==> config.mk <==
export PLATFORM = sky130hd
export DESIGN_NAME = crc16_packet_framer_flat
export DESIGN_NICKNAME = d
export VERILOG_FILES = /design/src/hdl/cpf_pkg.sv /design/src/hdl/cpf_ifs.sv /design/src/hdl/crc16_packet_framer.sv /design/src/flat_wrapper.sv
export SDC_FILE = /design/constraint.sdc
export NUM_CORES = 1
export LEC_CHECK = 0
export BUFFER_PORTS_ARGS = -buffer_cell sky130_fd_sc_hd__buf_4
export CELL_PAD_IN_SITES_DETAIL_PLACEMENT = 0
export CELL_PAD_IN_SITES_GLOBAL_PLACEMENT = 1
export CORE_UTILIZATION = 40
export CTS_CLUSTER_SIZE = 14
export DETAILED_ROUTE_END_ITERATION = 7
export PLACE_DENSITY = 0.76
export SKIP_CTS_REPAIR_TIMING = 1
export SYNTH_ARGS = -nofsm -noshare
export SYNTH_HDL_FRONTEND = slang
export SYNTH_SLANG_ARGS = --single-unit
==> constraint.sdc <==
create_clock -name clk -period 6.3 [get_ports clk]
set_clock_uncertainty 0.05 [all_clocks]
set_input_delay 0.315 -clock clk [delete_from_list [all_inputs] [get_ports clk]]
set_output_delay 0.315 -clock clk [all_outputs]
set_load 0.02 [all_outputs]
==> src/hdl/cpf_pkg.sv <==
// Package for the CRC-16 packet framer: byte type, framing constants and the
// reflected CRC-16 byte update. No dependencies.
package cpf_pkg;

  typedef logic [7:0]  byte_t;
  typedef logic [15:0] crc_t;

  localparam byte_t START_BYTE = 8'hC0;
  localparam byte_t END_BYTE   = 8'hC1;
  localparam crc_t  CRC_POLY   = 16'h8408;

  // Fold one byte into the CRC, least significant bit first.
  function automatic crc_t crc_fold(input crc_t crc_in, input byte_t data);
    crc_t  crc;
    byte_t d;
    logic  mix;
    crc = crc_in;
    d   = data;
    for (int k = 0; k < 8; k++) begin
      mix = crc[0] ^ d[0];
      crc = {1'b0, crc[15:1]};
      if (mix) begin
        crc = crc ^ CRC_POLY;
      end
      d = {1'b0, d[7:1]};
    end
    return crc;
  endfunction

endpackage

==> src/hdl/cpf_ifs.sv <==
// Channel interfaces for the CRC-16 packet framer: body-byte input channel and
// line-byte output channel with valid/ready handshakes. Depends on cpf_pkg.
interface cpf_in_if;
  logic            valid;
  logic            ready;
  cpf_pkg::byte_t  body_byte;
  logic            last_of_body;

  modport source (output valid, output body_byte, output last_of_body, input ready);
  modport sink   (input valid, input body_byte, input last_of_body, output ready);
endinterface

interface cpf_out_if;
  logic            valid;
  logic            ready;
  cpf_pkg::byte_t  line_byte;
  logic            frame_end;

  modport source (output valid, output line_byte, output frame_end, input ready);
  modport sink   (input valid, input line_byte, input frame_end, output ready);
endinterface

==> src/hdl/crc16_packet_framer.sv <==
// Top level of the CRC-16 packet framer: frames body bytes with start byte,
// CRC-16 trailer and end byte. Depends on cpf_pkg and the channel interfaces.
//
// Each accepted body byte yields one line beat, two when it opens a frame
// (0xC0 then the byte) and four when it closes one (the byte, CRC low, CRC
// high, 0xC1 with frame_end set). The CRC is updated in the accept cycle and
// all beats of an item are loaded into a four-entry output shift register, so
// the line side emits one beat per cycle while out_chan.ready is high, and the
// next body byte is taken in the same cycle as the last beat of the previous
// item leaves. Mid-frame bytes therefore flow at one per cycle while ready.
module crc16_packet_framer (
  input  logic       clk,
  input  logic       rst_n,
  cpf_in_if.sink     in_chan,
  cpf_out_if.source  out_chan
);
  import cpf_pkg::*;

  byte_t      slot_r [4];
  byte_t      slot_nxt [4];
  logic       valid_r, valid_nxt;
  logic       end_r, end_nxt;
  logic [1:0] rem_r, rem_nxt;
  crc_t       crc_r, crc_nxt;
  logic       in_frame_r, in_frame_nxt;

  logic       last_beat;
  logic       pop;
  logic       accept;
  crc_t       crc_fold_val;

  assign last_beat = (rem_r == 2'd0);
  assign pop       = valid_r && out_chan.ready;
  assign in_chan.ready = !valid_r || (last_beat && out_chan.ready);
  assign accept    = in_chan.valid && in_chan.ready;

  assign crc_fold_val = crc_fold(in_frame_r ? crc_r : '0, in_chan.body_byte);

  assign out_chan.valid     = valid_r;
  assign out_chan.line_byte = slot_r[0];
  assign out_chan.frame_end = valid_r && end_r && last_beat;

  always_comb begin
    slot_nxt     = slot_r;
    valid_nxt    = valid_r;
    end_nxt      = end_r;
    rem_nxt      = rem_r;
    crc_nxt      = crc_r;
    in_frame_nxt = in_frame_r;
    if (accept) begin
      valid_nxt = 1'b1;
      if (!in_frame_r) begin
        slot_nxt[0]  = START_BYTE;
        slot_nxt[1]  = in_chan.body_byte;
        rem_nxt      = 2'd1;
        end_nxt      = 1'b0;
        crc_nxt      = crc_fold_val;
        in_frame_nxt = 1'b1;
      end else if (in_chan.last_of_body) begin
        slot_nxt[0]  = in_chan.body_byte;
        slot_nxt[1]  = crc_fold_val[7:0];
        slot_nxt[2]  = crc_fold_val[15:8];
        slot_nxt[3]  = END_BYTE;
        rem_nxt      = 2'd3;
        end_nxt      = 1'b1;
        crc_nxt      = '0;
        in_frame_nxt = 1'b0;
      end else begin
        slot_nxt[0] = in_chan.body_byte;
        rem_nxt     = 2'd0;
        end_nxt     = 1'b0;
        crc_nxt     = crc_fold_val;
      end
    end else if (pop) begin
      if (last_beat) begin
        valid_nxt = 1'b0;
      end else begin
        slot_nxt[0] = slot_r[1];
        slot_nxt[1] = slot_r[2];
        slot_nxt[2] = slot_r[3];
        rem_nxt     = rem_r - 2'd1;
      end
    end
  end

  always_ff @(posedge clk) begin
    slot_r <= slot_nxt;
    end_r  <= end_nxt;
    if (!rst_n) begin
      valid_r    <= 1'b0;
      rem_r      <= 2'd0;
      crc_r      <= '0;
      in_frame_r <= 1'b0;
    end else begin
      valid_r    <= valid_nxt;
      rem_r      <= rem_nxt;
      crc_r      <= crc_nxt;
      in_frame_r <= in_frame_nxt;
    end
  end

`ifndef SYNTHESIS
  a_end_byte: assert property (@(posedge clk) disable iff (!rst_n)
    out_chan.frame_end |-> out_chan.line_byte == END_BYTE)
    else $error("frame_end on a beat that is not the end byte");

  a_open_start: assert property (@(posedge clk) disable iff (!rst_n)
    (accept && !in_frame_r) |=> (valid_r && slot_r[0] == START_BYTE && in_frame_r))
    else $error("frame opened without a start byte");

  a_close_clear: assert property (@(posedge clk) disable iff (!rst_n)
    (accept && in_frame_r && in_chan.last_of_body) |=>
      (!in_frame_r && crc_r == '0 && rem_r == 2'd3))
    else $error("frame close did not clear state or load trailer");

  a_rem_valid: assert property (@(posedge clk) disable iff (!rst_n)
    (rem_r != 2'd0) |-> valid_r)
    else $error("pending beats without valid output");
`endif

endmodule

==> src/flat_wrapper.sv <==
// flat-port wrapper written by rule: the top's interface ports become plain ports
module crc16_packet_framer_flat import cpf_pkg::*;
  (clk, rst_n, in_chan_valid, in_chan_body_byte, in_chan_last_of_body, in_chan_ready, out_chan_valid, out_chan_line_byte, out_chan_frame_end, out_chan_ready);
  cpf_in_if in_chan_i ();
  cpf_out_if out_chan_i ();
  input  logic clk;
  input  logic rst_n;
  input wire logic [$bits(in_chan_i.valid)-1:0] in_chan_valid;
  input wire logic [$bits(in_chan_i.body_byte)-1:0] in_chan_body_byte;
  input wire logic [$bits(in_chan_i.last_of_body)-1:0] in_chan_last_of_body;
  output wire logic [$bits(in_chan_i.ready)-1:0] in_chan_ready;
  output wire logic [$bits(out_chan_i.valid)-1:0] out_chan_valid;
  output wire logic [$bits(out_chan_i.line_byte)-1:0] out_chan_line_byte;
  output wire logic [$bits(out_chan_i.frame_end)-1:0] out_chan_frame_end;
  input wire logic [$bits(out_chan_i.ready)-1:0] out_chan_ready;
  assign in_chan_i.valid = in_chan_valid;
  assign in_chan_i.body_byte = in_chan_body_byte;
  assign in_chan_i.last_of_body = in_chan_last_of_body;
  assign in_chan_ready = in_chan_i.ready;
  assign out_chan_valid = out_chan_i.valid;
  assign out_chan_line_byte = out_chan_i.line_byte;
  assign out_chan_frame_end = out_chan_i.frame_end;
  assign out_chan_i.ready = out_chan_ready;
  crc16_packet_framer u_core (.clk(clk), .rst_n(rst_n), .in_chan(in_chan_i), .out_chan(out_chan_i));
endmodule
Yosys cells after proc, flatten, opt, wreduce, memory -nomap -nowiden
Index checks and enable logic that the tools add are counted.
- logic and storage cells: 71
- input bits: 13
- output and inout port bits: 11
- register bits: 45
- reductions and logical operators: 14
- bitwise gates (word level): 16
- equal/unequal tests: 4
- $add $sub $neg: 1
- mux-type cells: 28
- operators with widths (kind ; count):
    16-bit 2-to-1 mux ; 13
    24-bit 2-to-1 mux ; 4
    2-bit inverter with 3-bit output ; 8
    2-bit 2-to-1 mux ; 5
    1-bit XOR ; 8
    1-bit 2-to-1 mux ; 6
    1-bit logical AND ; 5
    2-bit inequality test, second input constant ; 2
    2-bit AND reduction ; 2
    4-bit AND reduction ; 1
    2-bit nonzero test ; 2
    3-bit inequality test, second input constant ; 1
    3-bit AND reduction ; 1
    2-bit zero test ; 1
    2-bit by 1-bit inequality test with 1-bit output, second input constant ; 1
    2-bit by 1-bit subtractor with 2-bit output, second input constant ; 1
    1-bit zero test ; 1
    1-bit logical OR ; 1

Longest topological paths before layout
- depth after elaboration: 20
- gate-level depth with buffers: 10

Worst setup path before layout
No wires, ideal clock.
- path kind: flip-flop to flip-flop
- start: reg u_core.rem_r[0]
- end: reg u_core.slot_r[10] (netlist bit) (enable)
- data arrival time: 1.550 ns
- path slack: 4.315 ns
- cell stages (with the launch flop): 6
- data required time: 5.864 ns
- cell sequence: dfxtp_1 > inv_1 > ha_1 > nor2b_1 > nor2_1 > nor3_1
- word-level cells in the longest chain between the ends: 6
- RTL lines (element ; RTL line ; RTL):
    from (decl) ; crc16_packet_framer.sv:23 ; logic [1:0] rem_r, rem_nxt;
    from (signal assigned) ; crc16_packet_framer.sv:96 ; rem_r <= rem_nxt;
    2-bit zero test (*) ; crc16_packet_framer.sv:32 ; assign last_beat = (rem_r == 2'd0);
    1-bit logical AND ; crc16_packet_framer.sv:34 ; assign in_chan.ready = !valid_r || (last_beat && out_chan.ready);
    1-bit logical OR ; crc16_packet_framer.sv:34 ;
    1-bit logical AND ; crc16_packet_framer.sv:35 ; assign accept = in_chan.valid && in_chan.ready;
    2-bit by 1-bit inequality test with 1-bit output (no line), or another cell as far along ; - ;
    4-bit AND reduction (no line) (*) ; - ;
    to (signal assigned) ; crc16_packet_framer.sv:87 ; slot_r <= slot_nxt;
    to (decl) ; crc16_packet_framer.sv:19 ; byte_t slot_r [4];
Mark *: on every way between the ends. The rest lies on a longest branch, timed or not.
A chain may end at the register's enable or synchronous reset.

Worst setup path after layout
- start: reg u_core.rem_r[0]
- end: reg u_core.crc_r[13]
- word-level cells in the longest chain between the ends: 4
- RTL lines (element ; RTL line ; RTL):
    2-bit zero test ; crc16_packet_framer.sv:32 ;
    1-bit logical AND ; crc16_packet_framer.sv:34 ;
    1-bit logical OR ; crc16_packet_framer.sv:34 ;
    1-bit logical AND ; crc16_packet_framer.sv:35 ;
    to (signal assigned) ; crc16_packet_framer.sv:97 ; crc_r <= crc_nxt;
    to (decl) ; crc16_packet_framer.sv:24 ; crc_t crc_r, crc_nxt;
Every way passes these cells.

==> impl_metrics.yaml <==
detailed_routing:
  wl_met2_um: 2126
  wirelength_um: 4745
  vias: 1659
  ant_nets: 0
  vias_per_cell: 4.938
  wl_met1_um: 2341
  wl_per_cell_um: 14.12
  highest_layer: "met4"
  met3_length_um: 187
  first_pass_iters: 4
  post-route-drc-count: 0
  drt_iter0_drc: 74
power:
  p_clk_frac: 0.292
  switching_power_uw: 218.4
  p_int_uw: 541.1
  pwr-share-seq: 0.480
  power_uw: 759.5
  sw_frac_of_total: 0.2876
  pwr-share-comb: 0.228
  ir_drop_v: 0.0001342
  p_per_area_mw_per_mm2: 278.3
  leakage_uw: 0.001071
final_layout:
  final_area_mm2: 0.002729
  antenna_cells: 0
  seq_area_mm2: 0.001151
  drive_above_1_share: 0.1533
  synthToLayoutAreaGrowth_pct: 9.214
  multi_input_area_mm2: 0.001166
  n_fill_cell: 582
  final_nets: 274
clock_tree:
  clock_tree.buffer_depth: 2
  clock_latency_ps: 300
  cts_tree: "built"
  cts.sinks: 45
  cts_buffers: 5
  path_clk_slew_ps: 90
  htreeDepth: 2
  cts-root-buf: "clkbuf_8"
grt:
  grt_pass1_wl_um: 7983
  grt_pass1_vias: 1575
  grt_antenna_before_repair: 0
  grt.overflow.total: 0
  grt_start_max_net_pins: 45
  grt_util_all_layers: 0.1643
logic_synthesis:
  async_reset_ff_frac: 0
  syn_nets: 267
  syn_avg_cell_area_um2: 9.876
  synth_cell_types: 40
  synth_area_mm2: 0.002499
  synth_top_flop_cell: "edfxtp_1"
  yosysSeqAreaShare: 0.4607
  synth_edf_count: 25
  ys_warn_count: 0
  synthCells: 253
  synth_seq_cells: 45
worst_setup_path:
  cp_data_arrival_time_ps: 2570
  cp-end-kind: "flip-flop"
  path_class: "flip-flop to flip-flop"
  required_ps: 6450
  cp_max_fo: 44
  crit_start: "u_core.rem_r[0]"
  cp-start-kind: "flip-flop"
  rr_startpoint: "u_core.rem_r[0]"
floorplan:
  rows: 28
  initial_core_util: 0.4195
  dieArea_mm2: 0.006567
  die_w_um: 81.04
  die_h_um: 81.04
  coreArea_mm2: 0.005956
  ioPinCount: 24
min_path:
  hp-class: "primary input to flip-flop"
  hold_start: "in_chan_valid"
sta:
  relSlewSlack: 0.3111
  fin_tns_setup_ps: 0
  drv_slew: 0
  post-route-period-util: 0.3837
  rsz0062_at_grt: "false"
  setup_viol: 0
  fin_crit_ps: 2417
  timing.fmax_ghz: 0.4137
  tightestPinTransition_ps: 1025
  hold_viol: 0
  hold_slack_ps: 246.0
run_status:
  outcome: "complete, no violations"
place:
  gp_congestion: 0.7309
  port_buffers: 23
  dp_hpwl_um: 3339
  place_area_mm2: 0.002614
run:
  maxCapViolations: 0
[path summary, 6_finish.rpt]
| check | end | slack, ps | cells after the start |
|---|---|---|---|
| worst min register to register | u_core.rem_r[1] | 440 | 2 |
| worst max register to register | u_core.crc_r[13] | 3880 | 9 |
| worst max-delay path | u_core.crc_r[13] | 3880 | 9 |
| worst min-delay path | u_core.out_chan.valid | 250 | 2 |
[power by group through the flow]
stage	clock, uW	sequential [uW]	combinational [uW]
after floorplan	0	367	142
after global placement	0	371	174
after detailed placement	0	371	174
after CTS	229	365	175
after global routing	240	368	194
final	222	365	173
[logic make-up (layout without fill, tap and decap cells)]
family | after synthesis | in the layout | share of synthesized area
AO/OA/AOI/OAI | 37 | 37 | 0.09314
adder cells (fa/ha/maj) | 1 | 1 | 0.005007
AND/OR/NAND/NOR | 94 | 94 | 0.1768
multiplexers | 3 | 3 | 0.01202
XOR/XNOR | 43 | 43 | 0.1798
flip-flops | 45 | 45 | 0.4607
buffers and inverters | 30 | 38 | 0.07260
[layer usage]
layer / GRT usage / vias up
met2: 0.2571 / 38
met3: 0.03371 / 7
met1: 0.2192 / 767
li1: - / 847
met5: 0 / -
met4: 0.06964 / 0
[flip-flops by register name (all words and copies together) (netlist names)]
signal	count
u_core.crc_r	16
u_core.slot_r	16
u_core.out_chan.line_byte	8
u_core.rem_r	2
u_core.end_r	1
u_core.in_frame_r	1
u_core.out_chan.valid	1
[worst max-delay path, cell delays in order, from the launching register on]
cell,delay [ps]
dfxtp_1,360
inv_1,70
ha_1,260
a21boi_4,220
inv_2,90
nand2_4,350
inv_1,410
nand2b_1,230
o21ai_0,100
and2_1,160
[area by class of cell]
cell class | count | share of cell area
clock buffer | 5 | 0.02522
clock inverter | 3 | 0.01696
inverter | 6 | 0.008253
multi-input combinational | 178 | 0.4273
sequential | 45 | 0.4218
tap | 75 | 0.03439
timing repair buffer | 24 | 0.06602
[cell usage in the layout (no fill, tap or decap), drive strengths merged, types with 2 or more instances in the layout]
master / n
inv: 6
nor3b: 2
nor2: 9
buf: 24
nor2b: 7
a22oi: 5
nand2b: 2
nor3: 2
xor2: 19
clkbuf: 5
xor3: 3
and2: 6
dfxtp: 20
nand3: 14
a31oi: 2
edfxtp: 25
xnor2: 21
mux2i: 3
nand2: 51
o21ai: 20
a21boi: 3
a21oi: 3
[synthesized netlist by cell type, types with 3 or more instances]
cell | n | share of area
nand3_1 | 14 | 0.028
o21ai_1 | 3 | 0.0060
and2_1 | 6 | 0.015
buf_6 | 3 | 0.014
buf_4 | 10 | 0.030
nor2_1 | 9 | 0.014
dfxtp_1 | 20 | 0.16
a22oi_1 | 5 | 0.015
inv_1 | 5 | 0.0075
buf_2 | 7 | 0.014
xnor2_1 | 19 | 0.067
nor2b_1 | 7 | 0.018
nand2_1 | 49 | 0.074
o21ai_0 | 17 | 0.034
xor2_1 | 19 | 0.067
edfxtp_1 | 25 | 0.30
clkbuf_1 | 3 | 0.0045
a21oi_1 | 3 | 0.0060
mux2i_1 | 3 | 0.012
[per-stage QoR]
step / util / worst slack, ps / cells
floorplan: - / 4315 / 253
global placement: 0.4389 / 3884 / 328
detailed placement: 0.4389 / 3913 / 328
CTS: 0.4582 / 3885 / 336
global route: 0.4582 / 3677 / 336
finish: 0.4582 / 3883 / 336
Note: power is estimated with default switching activity, not from simulation.
